$ cat src/rtl/rrf_pkg.sv
`default_nettype none

package rrf_pkg;

  // Field and datapath widths fixed by the beat formats
  localparam int CFG_W     = 13;
  localparam int CFG_IDX_W = 2;
  localparam int WORD_W    = 16;
  localparam int PIX_W     = 32;
  localparam int COL_W     = 17;  // shift + tap index, both 16 bit
  localparam int OCOL_W    = 12;
  localparam int ROW_W     = 12;
  localparam int IDX_W     = 24;
  localparam int PROD_W    = 25;  // signed 16 x unsigned 8
  localparam int ACC_W     = 41;  // up to 65535 products, exact
  localparam int Q_FRAC    = 14;
  localparam int ROUND_HALF = 1 << 13;
  localparam logic [7:0] CHAN_MAX = 8'd255;

  typedef logic [1:0] action_t;
  localparam action_t ACT_FILTER  = 2'd0;
  localparam action_t ACT_PIXEL   = 2'd1;
  localparam action_t ACT_COMPUTE = 2'd2;

  localparam logic [CFG_IDX_W-1:0] CFG_SRC_WIDTH  = 2'd0;
  localparam logic [CFG_IDX_W-1:0] CFG_ROW_COUNT  = 2'd1;
  localparam logic [CFG_IDX_W-1:0] CFG_DEST_WIDTH = 2'd2;

  localparam logic [CFG_W-1:0] SRC_WIDTH_RST  = 13'd4096;
  localparam logic [CFG_W-1:0] ROW_COUNT_RST  = 13'd1;
  localparam logic [CFG_W-1:0] DEST_WIDTH_RST = 13'd1;

  typedef struct packed {
    action_t            action;
    logic [13:0]        address;
    logic signed [15:0] filter_word;
    logic [31:0]        pixel_in;
  } in_beat_t;

  typedef struct packed {
    logic [31:0] pixel_out;
    logic [23:0] dest_index;
    logic        row_last;
  } out_beat_t;

  // Sideband that travels with each tap into the MAC
  typedef struct packed {
    logic clear;  // new output pixel: zero the accumulators
    logic tap;    // coefficient and pixel on the inputs are valid
    logic last;   // final token of this pixel
  } mac_ctl_t;

  typedef enum logic [2:0] {
    ST_IDLE,
    ST_HEAD,
    ST_COUNT,
    ST_TAPS,
    ST_DRAIN
  } seq_state_t;

endpackage

`default_nettype wire

$ cat src/rtl/rrf_mac.sv
`default_nettype none

module rrf_mac (
  input  wire logic               clk,
  input  wire logic               rst_n,
  input  wire rrf_pkg::mac_ctl_t  ctl,
  input  wire logic signed [15:0] coef,
  input  wire logic [31:0]        pixel,
  output logic                    fin,
  output logic [31:0]             pixel_out
);

  localparam int AW = rrf_pkg::ACC_W;
  localparam int QF = rrf_pkg::Q_FRAC;

  logic signed [rrf_pkg::PROD_W-1:0] prod_r [4];
  logic signed [AW-1:0]              acc_r  [4];
  logic                              pv_r, pl_r, fin_r;

  // stage 1: product registers, stage 2: accumulate
  always_ff @(posedge clk) begin
    if (!rst_n) begin
      pv_r  <= 1'b0;
      pl_r  <= 1'b0;
      fin_r <= 1'b0;
    end else begin
      pv_r  <= ctl.tap;
      pl_r  <= ctl.last;
      fin_r <= pl_r;
    end
  end

  for (genvar c = 0; c < 4; c++) begin : g_lane
    logic signed [AW-1:0] rnd;
    logic [7:0]           chan;

    always_ff @(posedge clk) begin
      prod_r[c] <= coef * $signed({1'b0, pixel[8*c +: 8]});
      if (ctl.clear) begin
        acc_r[c] <= '0;
      end else if (pv_r) begin
        acc_r[c] <= acc_r[c] + AW'(prod_r[c]);
      end
    end

    // round half up, drop the Q14 fraction, clamp to a byte
    assign rnd = acc_r[c] + AW'(rrf_pkg::ROUND_HALF);

    always_comb begin
      if (rnd[AW-1]) begin
        chan = 8'd0;
      end else if (|rnd[AW-2:QF+8]) begin
        chan = rrf_pkg::CHAN_MAX;
      end else begin
        chan = rnd[QF+7:QF];
      end
    end

    assign pixel_out[8*c +: 8] = chan;
  end

  assign fin = fin_r;

endmodule

`default_nettype wire

$ cat config.mk
export PLATFORM = sky130hd
export DESIGN_NAME = rrf_mac
export DESIGN_NICKNAME = d
export VERILOG_FILES = /design/src/rtl/rrf_pkg.sv /design/src/rtl/rrf_mac.sv
export SDC_FILE = /design/constraint.sdc
export NUM_CORES = 2
export LEC_CHECK = 0
export BUFFER_PORTS_ARGS = -buffer_cell sky130_fd_sc_hd__buf_2
export CAP_MARGIN = 20
export CORE_UTILIZATION = 46
export CTS_BUF_LIST = sky130_fd_sc_hd__clkbuf_8
export CTS_CLUSTER_SIZE = 40
export DETAILED_ROUTE_END_ITERATION = 6
export GPL_TIMING_DRIVEN = 0
export SLEW_MARGIN = 20
export SYNTH_ARGS = -nofsm -noshare
export SYNTH_HDL_FRONTEND = slang
export SYNTH_SLANG_ARGS = --single-unit
$ cat constraint.sdc
create_clock -name clk -period 8.43 [get_ports clk]
set_input_delay 1.686 -clock clk [delete_from_list [all_inputs] [get_ports clk]]
set_output_delay 1.686 -clock clk [all_outputs]
set_load 0.01 [all_outputs]
==> summary.md <==
| Metric | Value |
|---|---|
| Status | `completed` |
| Worst vdd ir | `0.1690 mV` |
| Row count | `102` |
| Area growth, synth to finish | `8.890%` |
| Die Y | `283.2 um` |
| Worst rel slew slack | `32.89%` |
| Top-level port count | `86` |
| FF+latch area | `6987 um^2` |
| CP max-delay cell | `clkbuf_1` |
| Crit Path Max Fanout | `10` |
| Initial antenna violation count | `16` |
| Post-DRT Antenna Nets | `0` |
| Leading area contributor after synthesis | `fa_1` |
| Routed WL per cell | `16.92 um` |
| Die X-Extent | `283.2 um` |
| Final min period | `6.767 ns` |
| Count leader, synth | `inv_1` |
| WL final | `90,520 um` |
| Drt drc | `0` |
| Synth Net Count | `4,941` |
| CP top delay family | `adder cells` |
| Clk slew on worst S/H paths | `0.06 ns` |
| RSZ-0062 raised after global routing | `false` |
| Hold Path Class | `reg2reg` |
| Cts repair resizes | `0` |
| H-Tree Level Count | `2` |
| CTS Buf Count | `55` |
| Critical Path RT | `9.06 ns` |
| Worst setup SP type | `primary input` |
| Sink Count | `267` |
| Final Skew | `0.04175 ns` |
| CP Class | `in2reg` |
| CTS Hold Bufs | `0` |
| MaxCap Viol Count | `0` |
| Most used DFF post-synth | `edfxtp_1` |
| Commonest cells in the netlist | `inv_1 (657), fa_1 (412), nand2_1 (373), ha_1 (364), and2_1 (299)` |
| Clk_lat worst skew | `0.70 ns` |
| Slew Limit Fails | `0` |
| CP most frequent cell | `a21oi_1` |
| Crit. End Element | `flop` |
| Die ar. | `80,190 um^2` |
| Dpl hpwl | `73,180 um` |
| Root Driver | `clkbuf_8` |
| Max Used Layer | `met5` |
| Mapped Cells | `4,112` |
| Port Buffers | `85` |
| Iter 0 DRT Violations | `1,628` |
| Number of global-route vias before repair | `28,430` |
| Final hold slack | `0.4466 ns` |
| Met3 wire length | `6018 um` |
| Static leakage | `19.11 nW` |
| Mapped Area | `36,370 um^2` |
| TritonRoute pass-1 iters | `7` |
| PD cells | `312.5 nW/um^2` |
| Worst slew pin tran | `1.007 ns` |
| WL met2 | `41,510 um` |
| Worst Path Arrival | `7.40 ns` |
| Syn avg cell area | `8.844 um^2` |
| CP max stage delay | `0.58 ns` |
| CTS tree | `done` |
| Core area | `77,850 um^2` |
| Post-Route M1 WL | `40,180 um` |
| F_max | `147.8 MHz` |
| Period utilization | `80.27%` |
| Cells along the critical path | `buf_2 > clkbuf_1 > nand2_1 > fa_1 > inv_1 > ha_1 > ha_1 > inv_1 > fa_1 > inv_1 > ha_1 > fa_1 > a21o_1 > a21oi_1 > o21ai_0 > a21oi_1 > o2111ai_1 > a31o_2 > a21o_1 > a21oi_1 > o21ai_0 > a21oi_1 > xnor2_1` |
| Dominant cells by area after synthesis | `fa_1 (23%), edfxtp_1 (14%), ha_1 (13%), inv_1 (6.8%), dfxtp_1 (5.7%)` |
| Asr flop ratio synth | `0%` |
| Share of cells above drive strength 1 | `5.690%` |
| First-pass GRT wire length | `147,900 um` |
| Finish-stage setup viols | `0` |
| Pin count of the biggest net entering global routing | `45` |
| Tot GR Track Use | `22.94%` |
| Area share of the largest cell type after synthesis | `22.68%` |
| Post-synth EDFFs | `164` |
| Maximum root-to-sink buffer count | `3` |
| Setup TNS | `0 ns` |
| Setup Buffers After CTS | `0` |
| Starting density of the core | `46.71%` |
| Synthesis-stage register bit count | `267` |
| GPL Wtd Cong | `0.8981` |
| Vias/cell | `5.311` |
| Synth unique cells | `98` |
| Fin. Hold Viols | `0` |
| Synth warn | `0` |
| Sequential fraction of the synthesis area | `19.21%` |
| Vias | `28,420` |
| Fillers | `7,512` |
| Fin nets | `5,088` |
| Multi-input logic area | `26,430 um^2` |
| Total gr overflow | `0` |
| Bufs and invs on worst path | `5` |
[cell families (layout without fill, tap and decap cells)]
logic type	count (synthesis)	after routing	synth area share [%]
multiplexers	3	3	0.08257
XOR/XNOR	283	283	6.816
adder cells (fa/ha/maj)	776	776	35.20
buffers and inverters	786	980	8.119
flip-flops	267	267	19.21
other	0	5	0
AND/OR/NAND/NOR	1283	1283	17.50
AO/OA/AOI/OAI	714	714	13.07
[placed cells by master, fill, tap and decap left out, types with 123 or more instances in the layout]
| cell type | n |
|---|---|
| nand2_1 | 373 |
| and2_1 | 299 |
| clkbuf_1 | 123 |
| xnor2_1 | 174 |
| edfxtp_1 | 164 |
| inv_1 | 670 |
| ha_1 | 364 |
| a21oi_1 | 233 |
| nor2_1 | 267 |
| fa_1 | 412 |
[cell type report]
type                            count  area share, %
Antenna cell                        5        0.03160
Buffer                            129          1.242
Clock buffer                       69          2.398
Clock inverter                     35          1.096
Inverter                          657          6.227
Multi-Input combinational cell   3059          66.74
Sequential cell                   267          17.64
Tap cell                         1040          3.286
Timing Repair Buffer               90          1.333
[path summary, 6_finish.rpt]
check,start,endpoint,slack [ns],cells past startpoint
min,pl_r$_SDFF_PN0_,fin$_SDFF_PN0_,0.45,1
max reg2reg,prod_r[3][24]$_DFF_P_,acc_r[3][33]$_SDFFCE_PN0P_,4.62,12
min reg2reg,pl_r$_SDFF_PN0_,fin$_SDFF_PN0_,0.45,1
max,coef[4],prod_r[3][24]$_DFF_P_,1.66,23
[through the flow]
| step | setup slack (ns) | power (mW) | instances | instance area [um^2] | utilization [%] |
|---|---|---|---|---|---|
| after floorplan | 2.027 | 9.037 | 4112 | 36370 | - |
| after global placement | 1.066 | 10.64 | 5237 | 38090 | 48.93 |
| after detailed placement | 1.020 | 10.71 | 5241 | 38190 | 49.06 |
| after CTS | 1.773 | 12.51 | 5345 | 39570 | 50.83 |
| after global routing | 1.336 | 13.77 | 5349 | 39600 | 50.86 |
| final | 1.663 | 12.38 | 5351 | 39600 | 50.87 |
[registers in the layout, summed over array words and instances, names as in the netlist]
| signal | flops |
|---|---|
| pv_r | 1 |
| prod_r | 100 |
| fin | 1 |
| pl_r | 1 |
| acc_r | 164 |
[per-layer routing]
| layer | vias to the layer above | global-route usage [%] |
|---|---|---|
| met5 | - | 0 |
| met4 | 14 | 7.446 |
| met3 | 154 | 4.630 |
| met2 | 616 | 37.42 |
| met1 | 13860 | 30.38 |
| li1 | 13780 | - |
[where the power goes]
group | internal (mW) | leakage [nW] | switching (mW)
Combinational | 3.76 | 15.7 | 4.74
Clock | 1.05 | 0.755 | 0.652
Sequential | 1.86 | 2.62 | 0.307
Note: power is estimated with default switching activity, not from simulation.
