**src/rtl/rrf_ram.sv**
```systemverilog
`default_nettype none

module rrf_ram #(
  parameter int WIDTH = 16,
  parameter int DEPTH = 64
) (
  input  wire logic                     clk,
  input  wire logic                     we,
  input  wire logic [$clog2(DEPTH)-1:0] waddr,
  input  wire logic [WIDTH-1:0]         wdata,
  input  wire logic [$clog2(DEPTH)-1:0] raddr,
  output logic      [WIDTH-1:0]         rdata
);

  logic [WIDTH-1:0] mem [DEPTH];

  always_ff @(posedge clk) begin
    if (we) begin
      mem[waddr] <= wdata;
    end
  end

  always_ff @(posedge clk) begin
    rdata <= mem[raddr];
  end

endmodule

`default_nettype wire

```
**config.mk**
```make
export PLATFORM = sky130hd
export DESIGN_NAME = rrf_ram
export DESIGN_NICKNAME = d
export VERILOG_FILES = /design/src/rtl/rrf_ram.sv
export SDC_FILE = /design/constraint.sdc
export NUM_CORES = 1
export LEC_CHECK = 0
export CAP_MARGIN = 30
export CORE_ASPECT_RATIO = 0.6
export CORE_UTILIZATION = 45
export DETAILED_ROUTE_END_ITERATION = 8
export DONT_BUFFER_PORTS = 1
export GPL_ROUTABILITY_DRIVEN = 0
export SLEW_MARGIN = 25
export SYNTH_ARGS = -nofsm -noshare
export SYNTH_HDL_FRONTEND = slang
export SYNTH_SLANG_ARGS = --single-unit
export TNS_END_PERCENT = 10
```
**constraint.sdc**
```tcl
create_clock -name clk -period 2.2 [get_ports clk]
set_input_delay 0.33 -clock clk [delete_from_list [all_inputs] [get_ports clk]]
set_output_delay 0.33 -clock clk [all_outputs]
set_load 0.005 [all_outputs]
```
==> results.md, run 1 <==
* Hpwl dp at 59,110 um
* Total number of vias at between 15,000 and 20,000
* Crit end category: register
* Clock Latency Late Sink at 670 ps
* First-pass GRT wire length at approximately 140,000 um
* Cell accounting for the most synthesized area: edfxtp_1
* Post-Syn Nets at 1,859
* CTS tree: done
* IO buf count at 0
* P_sw at 8.156 mW
* Switching share of power at around a fifth
* Pin count of the biggest net entering global routing at 261
* Final ANT Viol Nets at 0
* Yosys cell types at 43
* Fin nets at between 2,000 and 2,500
* Combinational power share at approximately 4.6%
* Slew margin rel. at roughly 24%
* RSZ-0062 raised after global routing: false
* Top-count cell post-synth: edfxtp_1
* Initial antenna violation count at 7
* Post-synthesis async set-or-reset flop share at 0%
* Vias in the first global route at around 19,000
* Setup TNS at 0 ps
* WL per Instance at 31.52 um
* Die area at ~0.090 mm^2
* Die height at 233.1 um
* Yosys warns at 0
* Hold Path Depth at 1
* Synth area leaders: edfxtp_1 (77%), mux4_2 (12%), mux2i_1 (2.1%)
* Pre-CTS WS at -32.17 ps
* Post-synthesis cell area at approximately 0.04 mm^2
* DRC Markers at 0
* Startpoint types: register
* Fin. Hold Viols at 0
* Fin crit period at ~2100 ps
* I/O pin count at 46
* Die Wd at 387.1 um
* Sequential share of power at 55.5%
* Worst path arrival time at 2640 ps
* Core area at 0.08786 mm^2
* Most used DFF post-synth: edfxtp_1
* Worst R2R Path Depth at 4
* Max Cap Viol at 0
* Share of cells above drive strength 1 at 26.66%
* Post-synth top cells: edfxtp_1 (1,024), mux4_2 (220), mux2i_1 (85)
* DRT Wirelength at 101,500 um
* DRT iter0 DRCs at approximately 2,700
* Syn Inst Count at ~1,800
* Final Skew at 21.70 ps
* Initial Utilization at 45.57%
* Final period utilization at 96.72%
* Static Leak at 14.39 nW
* Post-synth top area share at between 70% and 80%
* Max Buffers Root-to-Sink at 3
* Final setup fails at 0
* Pint at 31.55 mW
* Final core occ at between 50 and 60%
* Status: completed
* Critical path type: register to register
* Syn avg cell area at 21.89 um^2
* Max-slew violations at 0
* Pwr Density at 872.1 mW/mm^2
* IR drop worst, VDD at 660.8 uV
* Total gr overflow at 0
* Number of flops mapped to enable cells by yosys at between 1,000 and 1,500
* CTS root buffer: clkbuf_16
* Sequential-to-total area share from yosys stat at 77.59%
* Worst EP required at approximately 2700 ps
* CTS buffer count at 89
* Vias per cell at 6.058
* Clock Power Share at 40.0%
* FF+latch count, synth at 1,040
* H-tree Lvls at 3
* Worst hold path class: input pin to register
* Clock sink count at about 1,000
* Layout area overhead at 13.71%
* Max Clk Rate at 0.4700 GHz
* Worst slew pin tran at 1136 ps
* First-pass DRT Iterations at 6
* CP max FO at 1
* Num rows at 84
* Gr usage total at 22.83%
* Min Hold Slack at 31.31 ps
* Clock transition at the registers of the reported paths at approximately 70 ps
* Post-route worst setup slack at 72.20 ps
[per-layer routing]
layer	share of wire, %	GRT usage (%)	vias to the layer above
met1	47	37.17	10491
met3	12	7.514	98
met2	40	29.70	929
met4	1.2	3.708	0
li1	-	-	7995
met5	0	0	-
[path summary, 6_finish.rpt]
check	from	to	slack, ps
worst max register to register	mem[62][11]$_DFFE_PP_	rdata[11]$_DFF_P_	70
worst max-delay path	mem[62][11]$_DFFE_PP_	rdata[11]$_DFF_P_	70
worst min-delay path	wdata[2]	mem[30][2]$_DFFE_PP_	30
worst min register to register	mem[48][13]$_DFFE_PP_	rdata[13]$_DFF_P_	910
[worst max-delay path, cell delays in order, from the launching register on]
cell      delay, ps
edfxtp_1        370
mux4_2          450
mux2_2          340
a221oi_1        700
a311oi_1        110
[layout by cell type (no fill, tap or decap), drive strengths merged, types with 2 or more instances in the layout]
cell         instances
edfxtp            1024
mux4               224
buf                164
clkbuf             118
mux2i               85
nor2                74
nand2               60
a22oi               39
clkinv              34
nor2b               30
mux2                27
nand3               24
a21oi               17
a221oi              16
dfxtp               16
nand4               12
bufinv               9
a211o                8
a31oi                8
a211oi               8
a311oi               8
o21ai                8
a22o                 6
a221o                6
a41oi                5
and4                 5
dlygate4sd3          4
nand2b               3
nor4                 3
inv                  3
nor3                 2
nand3b               2
and2                 2
clkinvlp             2
[logic make-up (layout without fill, tap and decap cells)]
group,count (synthesis),after routing,share of synthesized area (%)
AND/OR/NAND/NOR,220,220,2.647
flip-flops,1040,1040,77.59
other,0,1,0
buffers and inverters,104,334,1.831
multiplexers,336,336,15.52
AO/OA/AOI/OAI,129,129,2.409
[power by group through the flow]
stage               combinational (mW)  clock [mW]  sequential [mW]
global route                      1.89        16.9             22.0
floorplan                         1.14           0             22.4
detailed placement                1.33           0             22.5
global placement                  1.33           0             22.4
CTS                               1.78        16.2             22.0
finish                            1.82        15.9             22.0
[per-stage QoR]
| step | std cells | area (um^2) | power (mW) |
|---|---|---|---|
| 2_1_floorplan | 1829 | 40050 | 23.53 |
| 3_3_place_gp | 3034 | 42160 | 23.78 |
| 3_5_place_dp | 3034 | 42160 | 23.79 |
| 4_1_cts | 3220 | 45530 | 39.96 |
| 5_1_grt | 3220 | 45530 | 40.78 |
| 6_report | 3221 | 45530 | 39.71 |
[layout make-up]
cell class,count,area [um^2]
Fill cell,6786,42330
Clock inverter,48,471.7
Timing Repair Buffer,168,1867
Antenna cell,1,2.502
Tap cell,1161,1453
Clock buffer,118,2419
Multi-Input combinational cell,685,8249
Sequential cell,1040,31070
[flip-flops by register name (all words and copies together) (netlist names)]
register and count:
rdata 16, mem 1024
[what timing repair did]
action,CTS,global route
resized for setup,0,0
hold endpoints to repair,1028,0
buffers inserted,0,0
hold buffers,20,0
Note: power is estimated with default switching activity, not from simulation.
==> inputs of run 2 (changes only) <==
Settings changed: CELL_PAD_IN_SITES_DETAIL_PLACEMENT set to 0, CELL_PAD_IN_SITES_GLOBAL_PLACEMENT set to 1, PLACE_DENSITY_LB_ADDON set to 0.1.
==> run 2 against run 1 <==
Against the previous run:
- the run now ends with negative setup slack left
- sequential share of layout area decreased by 0.25 points
- non-clock buffer count decreased by 1
- clock-buffer cell count increased by 5
- worst setup slack lost 170 ps
- clock power hardly changed
- combinational power barely moved
- utilization up 0.19 points
- clock skew barely moved
- critical path type is now input pin to register
- fmax shrank 7.4%
- global-route usage is 1.4 points higher
- power up 0.44%
- first-iteration DRC count down 12%
==> results.md, run 2 (same netlist as run 1, synthesis figures left out) <==
* Worst hold path class: input pin to register (unchanged)
* Hold Crit Start: wdata[7] (was wdata[2])
* WL per Instance at 33.27 um (was 31.52 um)
* Top flop regs: mem: 1024 flops, rdata: 16 flops (unchanged)
* Global route hottest layer: met1 (unchanged)
* Fin. Hold Viols at 0 (unchanged)
* Die height at 233.1 um (unchanged)
* Max-slew violations at 0 (unchanged)
* CTS buffer count at 95 (was 89)
* DRT Wirelength at 107,200 um (was 101,500 um)
* Worst EP required at 2740 ps (was 2710 ps)
* Hpwl dp at 61,710 um (was 59,110 um)
* Worst r2r src: mem[31][11]$_DFFE_PP_ (was mem[62][11]$_DFFE_PP_)
* H-tree Lvls at 3 (unchanged)
* Num rows at 84 (unchanged)
* Fin crit period at 2298 ps (was 2128 ps)
* Status: finished with violations (was completed)
* Final ANT Viol Nets at 0 (unchanged)
* IO buf count at 0 (unchanged)
* Share of cells above drive strength 1 at 27.11% (was 26.66%)
* Sequential cell area at 0.03107 mm^2 (unchanged)
* Failing checks: negative setup slack
* Worst path cell trace: mux4_2 -> mux2i_1 -> a22oi_1 -> a31oi_1 -> a311oi_1 (was mux4_2 -> mux2_2 -> a221oi_1 -> a311oi_1)
* CP Launch Point: raddr[0] (was mem[62][11]$_DFFE_PP_)
* Layout area overhead at 14.13% (was 13.71%)
* DRT iter0 DRCs at 2,351 (was 2,677)
* Grt met1 use at 38.75% (was 37.17%)
* Clock sink count at 1,040 (unchanged)
* Max Cap Viol at 0 (unchanged)
* RSZ-0062 raised after global routing: false (unchanged)
* Vias per cell at 6.057 (was 6.058)
* Critical path type: input pin to register (was register to register)
* Static Leak at 14.40 nW (was 14.39 nW)
* Total number of vias at 19,528 (was 19,513)
* First-pass GRT wire length at 150,200 um (was 143,800 um)
* Max Clk Rate at 0.4351 GHz (was 0.4700 GHz)
* Pin count of the biggest net entering global routing at 261 (unchanged)
* Worst R2R Path Depth at 6 (was 4)
* Crit path max-delay cell type: mux4_2 (was a221oi_1)
* Final setup fails at 2 (was 0)
* DRC Markers at 0 (unchanged)
* Worst slew pin tran at 1250 ps (was 1136 ps)
* Crit-path max cell delay at 870 ps (was 700 ps)
* Post-route worst setup slack at -98.15 ps (was 72.20 ps)
* First-pass DRT Iterations at 7 (was 6)
* CP bufs+invs at 0 (unchanged)
* I/O pin count at 46 (unchanged)
* Commonest cells after routing, fill and taps aside: edfxtp_1 (1,024), mux4_2 (220), buf_4 (116), clkbuf_16 (97), mux2i_1 (84) (was edfxtp_1 (1,024), mux4_2 (220), buf_4 (126), clkbuf_16 (91), mux2i_1 (85))
* CTS root buffer: clkbuf_16 (unchanged)
* Fin nets at 2,019 (was 2,014)
* Final Skew at 22.13 ps (was 21.70 ps)
* Multi-input logic area at 0.008307 mm^2 (was 0.008249 mm^2)
* Worst path arrival time at 2840 ps (was 2640 ps)
* Crit end category: register (unchanged)
* Total gr overflow at 0 (unchanged)
* Commonest non-fill, non-tap cell in the layout: edfxtp_1 (unchanged)
* Worst path top cell family by delay: multiplexers (was compound AO/OA/AOI/OAI gates)
* Filler Cells Inserted at 6,919 (was 6,786)
* Max Buffers Root-to-Sink at 3 (unchanged)
* Grt met3 use at 7.720% (was 7.514%)
* Initial Utilization at 45.57% (unchanged)
* Die Wd at 387.1 um (unchanged)
* Core area at 0.08786 mm^2 (unchanged)
* Pwr Density at 872.7 mW/mm^2 (was 872.1 mW/mm^2)
* Post-CTS setup buffers at 0 (unchanged)
* Clock transition at the registers of the reported paths at 70 ps (about the same)
* Slew margin rel. at 16.67% (was 24.28%)
* Final period utilization at 104.5% (was 96.72%)
* Startpoint types: input pin (was register)
* Hold Path Depth at 1 (unchanged)
* Clock Latency Late Sink at 690 ps (was 670 ps)
* CP max FO at 260 (was 1)
* Initial antenna violation count at 8 (was 7)
* Gr usage total at 24.21% (was 22.83%)
* Largest register FFs at 1,024 (unchanged)
* Final core occ at 52.01% (was 51.82%)
* Final Power at 39.88 mW (was 39.71 mW)
* CTS tree: done (unchanged)
* IR drop worst, VDD at 524.6 uV (was 660.8 uV)
* M2 GR Usage at 31.91% (was 29.70%)
* Crit path depth at 5 (was 4)
* Vias in the first global route at 18,915 (was 18,897)
* Register with the most flip-flops: mem (unchanged)
* Die area at 0.09022 mm^2 (unchanged)
## run 2: what timing repair did
action	in CTS	in global routing
hold endpoints to repair	1032	5
hold buffers	20	1
endpoints found under the setup margin	2	3
resized for setup	2	4
## run 2: cell type report
type | count | area share (%)
well taps | 1161 | 3.179
clock buffers | 123 | 5.525
multi-input cells | 685 | 18.18
diodes | 1 | 0.005476
flip-flops and latches | 1040 | 67.98
clock inverters | 47 | 0.8706
repair buffers | 167 | 4.260
## run 2: routing by layer
metal / vias up / routed length [um]
met5: - / 243
met4: 2 / 1651
met3: 110 / 11770
met2: 850 / 42990
met1: 10554 / 50590
li1: 8012 / -
## run 2: path summary, 6_finish.rpt
check	to	slack, ps
worst min register to register	rdata[0]$_DFF_P_	890
worst max register to register	rdata[11]$_DFF_P_	100
worst min-delay path	mem[47][7]$_DFFE_PP_	20
worst max-delay path	rdata[4]$_DFF_P_	-100
## run 2: report_power, final
group,internal [mW],leakage [nW],switching (mW)
registers,21.9,9.35,0.115
logic,0.812,3.64,1.02
clock network,8.88,1.42,7.14
## run 2: stage by stage
stage	area [um^2]	std cells	setup WS (ps)	TNS [ps]	hold WS, ps
after floorplan	40050	1829	-158.1	-13320	428.9
after global placement	42240	3030	-539.7	-2104	434.0
after detailed placement	42260	3032	-399.0	-1375	433.0
after CTS	45670	3222	31.27	0	3.198
after global routing	45700	3223	7.749	0	10.62
final	45700	3224	-98.15	-104.5	20.06
==> inputs of run 3 (changes only) <==
Settings changed: PLACE_DENSITY set to 0.79, PLACE_DENSITY_LB_ADDON 0.1 to unset.
==> run 3 against run 2 <==
Against the previous run:
- the run now ends clean
- critical path depth down 2
- hold slack worse by 4.7 ps
- cell area down 0.63%
- worst setup slack better by 240 ps
- critical endpoint is now rdata[3]$_DFF_P_
- highest routed layer is now met4
==> results.md, run 3 (same netlist as run 1, synthesis figures left out) <==
* Sequential share of power at 55.9% (was 55.3%)
* Worst r2r src: mem[55][3]$_DFFE_PP_ (was mem[31][11]$_DFFE_PP_)
* Final core occ at 51.68% (was 52.01%)
* IR drop worst, VDD at 580.4 uV (was 524.6 uV)
* Layout area overhead at 13.41% (was 14.13%)
* Placed Cells at 3,022 (was 3,032)
* CP bufs+invs at 0 (unchanged)
* Worst path cell trace: mux4_2 -> a22oi_1 -> a311oi_1 (was mux4_2 -> mux2i_1 -> a22oi_1 -> a31oi_1 -> a311oi_1)
* Final Non-Filler Cells at 3,199 (was 3,224)
* Worst EP required at 2710 ps (was 2740 ps)
* Worst slew pin tran at 1041 ps (was 1250 ps)
* Diode count at 0 (was 1)
* DRT Wirelength at 97,680 um (was 107,200 um)
* Final setup fails at 0 (was 2)
* IO buf count at 0 (unchanged)
* Clock sink count at 1,040 (unchanged)
* Static Leak at 14.30 nW (was 14.40 nW)
* Final Power at 39.40 mW (was 39.88 mW)
* Max Buffers Root-to-Sink at 3 (unchanged)
* Pwr Density at 867.7 mW/mm^2 (was 872.7 mW/mm^2)
* Crit path max-delay cell type: a22oi_1 (was mux4_2)
* WL per Instance at 30.54 um (was 33.27 um)
* Startpoint types: register (was input pin)
* Slew margin rel. at 30.63% (was 16.67%)
* Pin count of the biggest net entering global routing at 261 (unchanged)
* Hold Crit Start: wdata[9] (was wdata[7])
* Total number of vias at 19,487 (was 19,528)
* Die Wd at 387.1 um (unchanged)
* Filler Cells Inserted at 6,686 (was 6,919)
* Commonest cells after routing, fill and taps aside: edfxtp_1 (1,024), mux4_2 (220), buf_4 (112), clkbuf_16 (89), mux2i_1 (85) (was edfxtp_1 (1,024), mux4_2 (220), buf_4 (116), clkbuf_16 (97), mux2i_1 (84))
* Max-slew violations at 0 (unchanged)
* I/O pin count at 46 (unchanged)
* Combinational power share at 4.4% (was 4.6%)
* Placed Area at 0.04209 mm^2 (was 0.04226 mm^2)
* Num rows at 84 (unchanged)
* Initial antenna violation count at 4 (was 8)
* CTS root buffer: clkbuf_16 (unchanged)
* Worst path top cell family by delay: compound AO/OA/AOI/OAI gates (was multiplexers)
* Sequential cell area at 0.03107 mm^2 (unchanged)
* Final ANT Viol Nets at 0 (unchanged)
* DRC Markers at 0 (unchanged)
* CP max FO at 1 (was 260)
* Register with the most flip-flops: mem (unchanged)
* Status: completed (was finished with violations)
* Vias per cell at 6.092 (was 6.057)
* Clock Power Share at 39.6% (was 40.2%)
* Gr usage total at 21.86% (was 24.21%)
* CP Launch Point: mem[55][3]$_DFFE_PP_ (was raddr[0])
* CTS buffer count at 86 (was 95)
* Die area at 0.09022 mm^2 (unchanged)
* Crit end category: register (unchanged)
* Worst path arrival time at 2560 ps (was 2840 ps)
* Share of cells above drive strength 1 at 26.10% (was 27.11%)
* Critical path type: register to register (was input pin to register)
* Commonest non-fill, non-tap cell in the layout: edfxtp_1 (unchanged)
* Multi-input logic area at 0.008275 mm^2 (was 0.008307 mm^2)
* Die height at 233.1 um (unchanged)
* RSZ-0062 raised after global routing: false (unchanged)
* DRT iter0 DRCs at 2,492 (was 2,351)
* Fin. Hold Viols at 0 (unchanged)
* Vias in the first global route at 19,011 (was 18,915)
* Top flop regs: mem: 1024 flops, rdata: 16 flops (unchanged)
* First-pass GRT wire length at 139,000 um (was 150,200 um)
* CTS tree: done (unchanged)
* Worst hold path class: input pin to register (unchanged)
* Max Cap Viol at 0 (unchanged)
* Min Hold Slack at 15.39 ps (was 20.06 ps)
* Fin nets at 1,997 (was 2,019)
* Clock transition at the registers of the reported paths at 70 ps (about the same)
* Switching share of power at 20.23% (was 20.73%)
* P_sw at 7.973 mW (was 8.269 mW)
* First-pass DRT Iterations at 5 (was 7)
* Post-route worst setup slack at 146.8 ps (was -98.15 ps)
* H-tree Lvls at 3 (unchanged)
* Crit-path max cell delay at 840 ps (was 870 ps)
* Core area at 0.08786 mm^2 (unchanged)
* Max Clk Rate at 0.4870 GHz (was 0.4351 GHz)
* Setup TNS at 0 ps (was -104.5 ps)
* Final period utilization at 93.33% (was 104.5%)
* Fin crit period at 2053 ps (was 2298 ps)
* Final instance area at 0.04541 mm^2 (was 0.04570 mm^2)
* Pre-CTS WS at -179.4 ps (was -399.0 ps)
* Total gr overflow at 0 (unchanged)
* Pint at 31.43 mW (was 31.61 mW)
* Initial Utilization at 45.57% (unchanged)
* Hpwl dp at 57,320 um (was 61,710 um)
* Final Skew at 21.97 ps (was 22.13 ps)
* Largest register FFs at 1,024 (unchanged)
* Clock Latency Late Sink at 670 ps (was 690 ps)
* Post-CTS setup buffers at 0 (unchanged)
## run 3: changes by cell type in the layout (fill, tap and decap cells not counted), moves of 5 or more
cell | previous run | this run
nor2_1 | 61 | 72
nor2_2 | 13 | 2
clkbuf_16 | 97 | 89
clkinv_1 | 20 | 12
buf_12 | 29 | 24
## run 3: path summary, 6_finish.rpt
| check | slack (ps) | cells after the start | to |
|---|---|---|---|
| worst max-delay path | 150 | 3 | rdata[3]$_DFF_P_ |
| worst max register to register | 150 | 3 | rdata[3]$_DFF_P_ |
| worst min register to register | 910 | 4 | rdata[12]$_DFF_P_ |
| worst min-delay path | 20 | 1 | mem[20][9]$_DFFE_PP_ |
## run 3: timing repair
item,CTS,global route
endpoints found under the hold margin,1034,0
resized for setup,0,5
hold buffers,18,0
setup endpoints to repair,0,5
## run 3: layer usage
metal	global-route usage, %	vias up	share of wire, %
li1	-	7949	-
met1	32.93	10303	43
met2	29.13	1129	41
met3	9.798	106	15
met4	4.191	0	1.4
met5	0	-	0
## run 3: final cells by class
type | count | area share, %
clock buffer | 119 | 5.196
tap | 1161 | 3.199
sequential | 1040 | 68.42
timing repair buffer | 154 | 3.924
multi-input combinational | 685 | 18.22
clock inverter | 40 | 1.039
## run 3: power by group through the flow
stage | registers (mW) | logic [mW] | clock network (mW)
after detailed placement | 22.5 | 1.27 | 0
after CTS | 22.0 | 1.70 | 15.8
after global placement | 22.5 | 1.26 | 0
after global routing | 22.0 | 1.82 | 16.5
final | 22.0 | 1.74 | 15.6
after floorplan | 22.4 | 1.14 | 0
## run 3: worst reg2reg max path: stages (launching register included)
cell and delay [ps]:
edfxtp_1 370, mux4_2 490, a22oi_1 840, a311oi_1 210
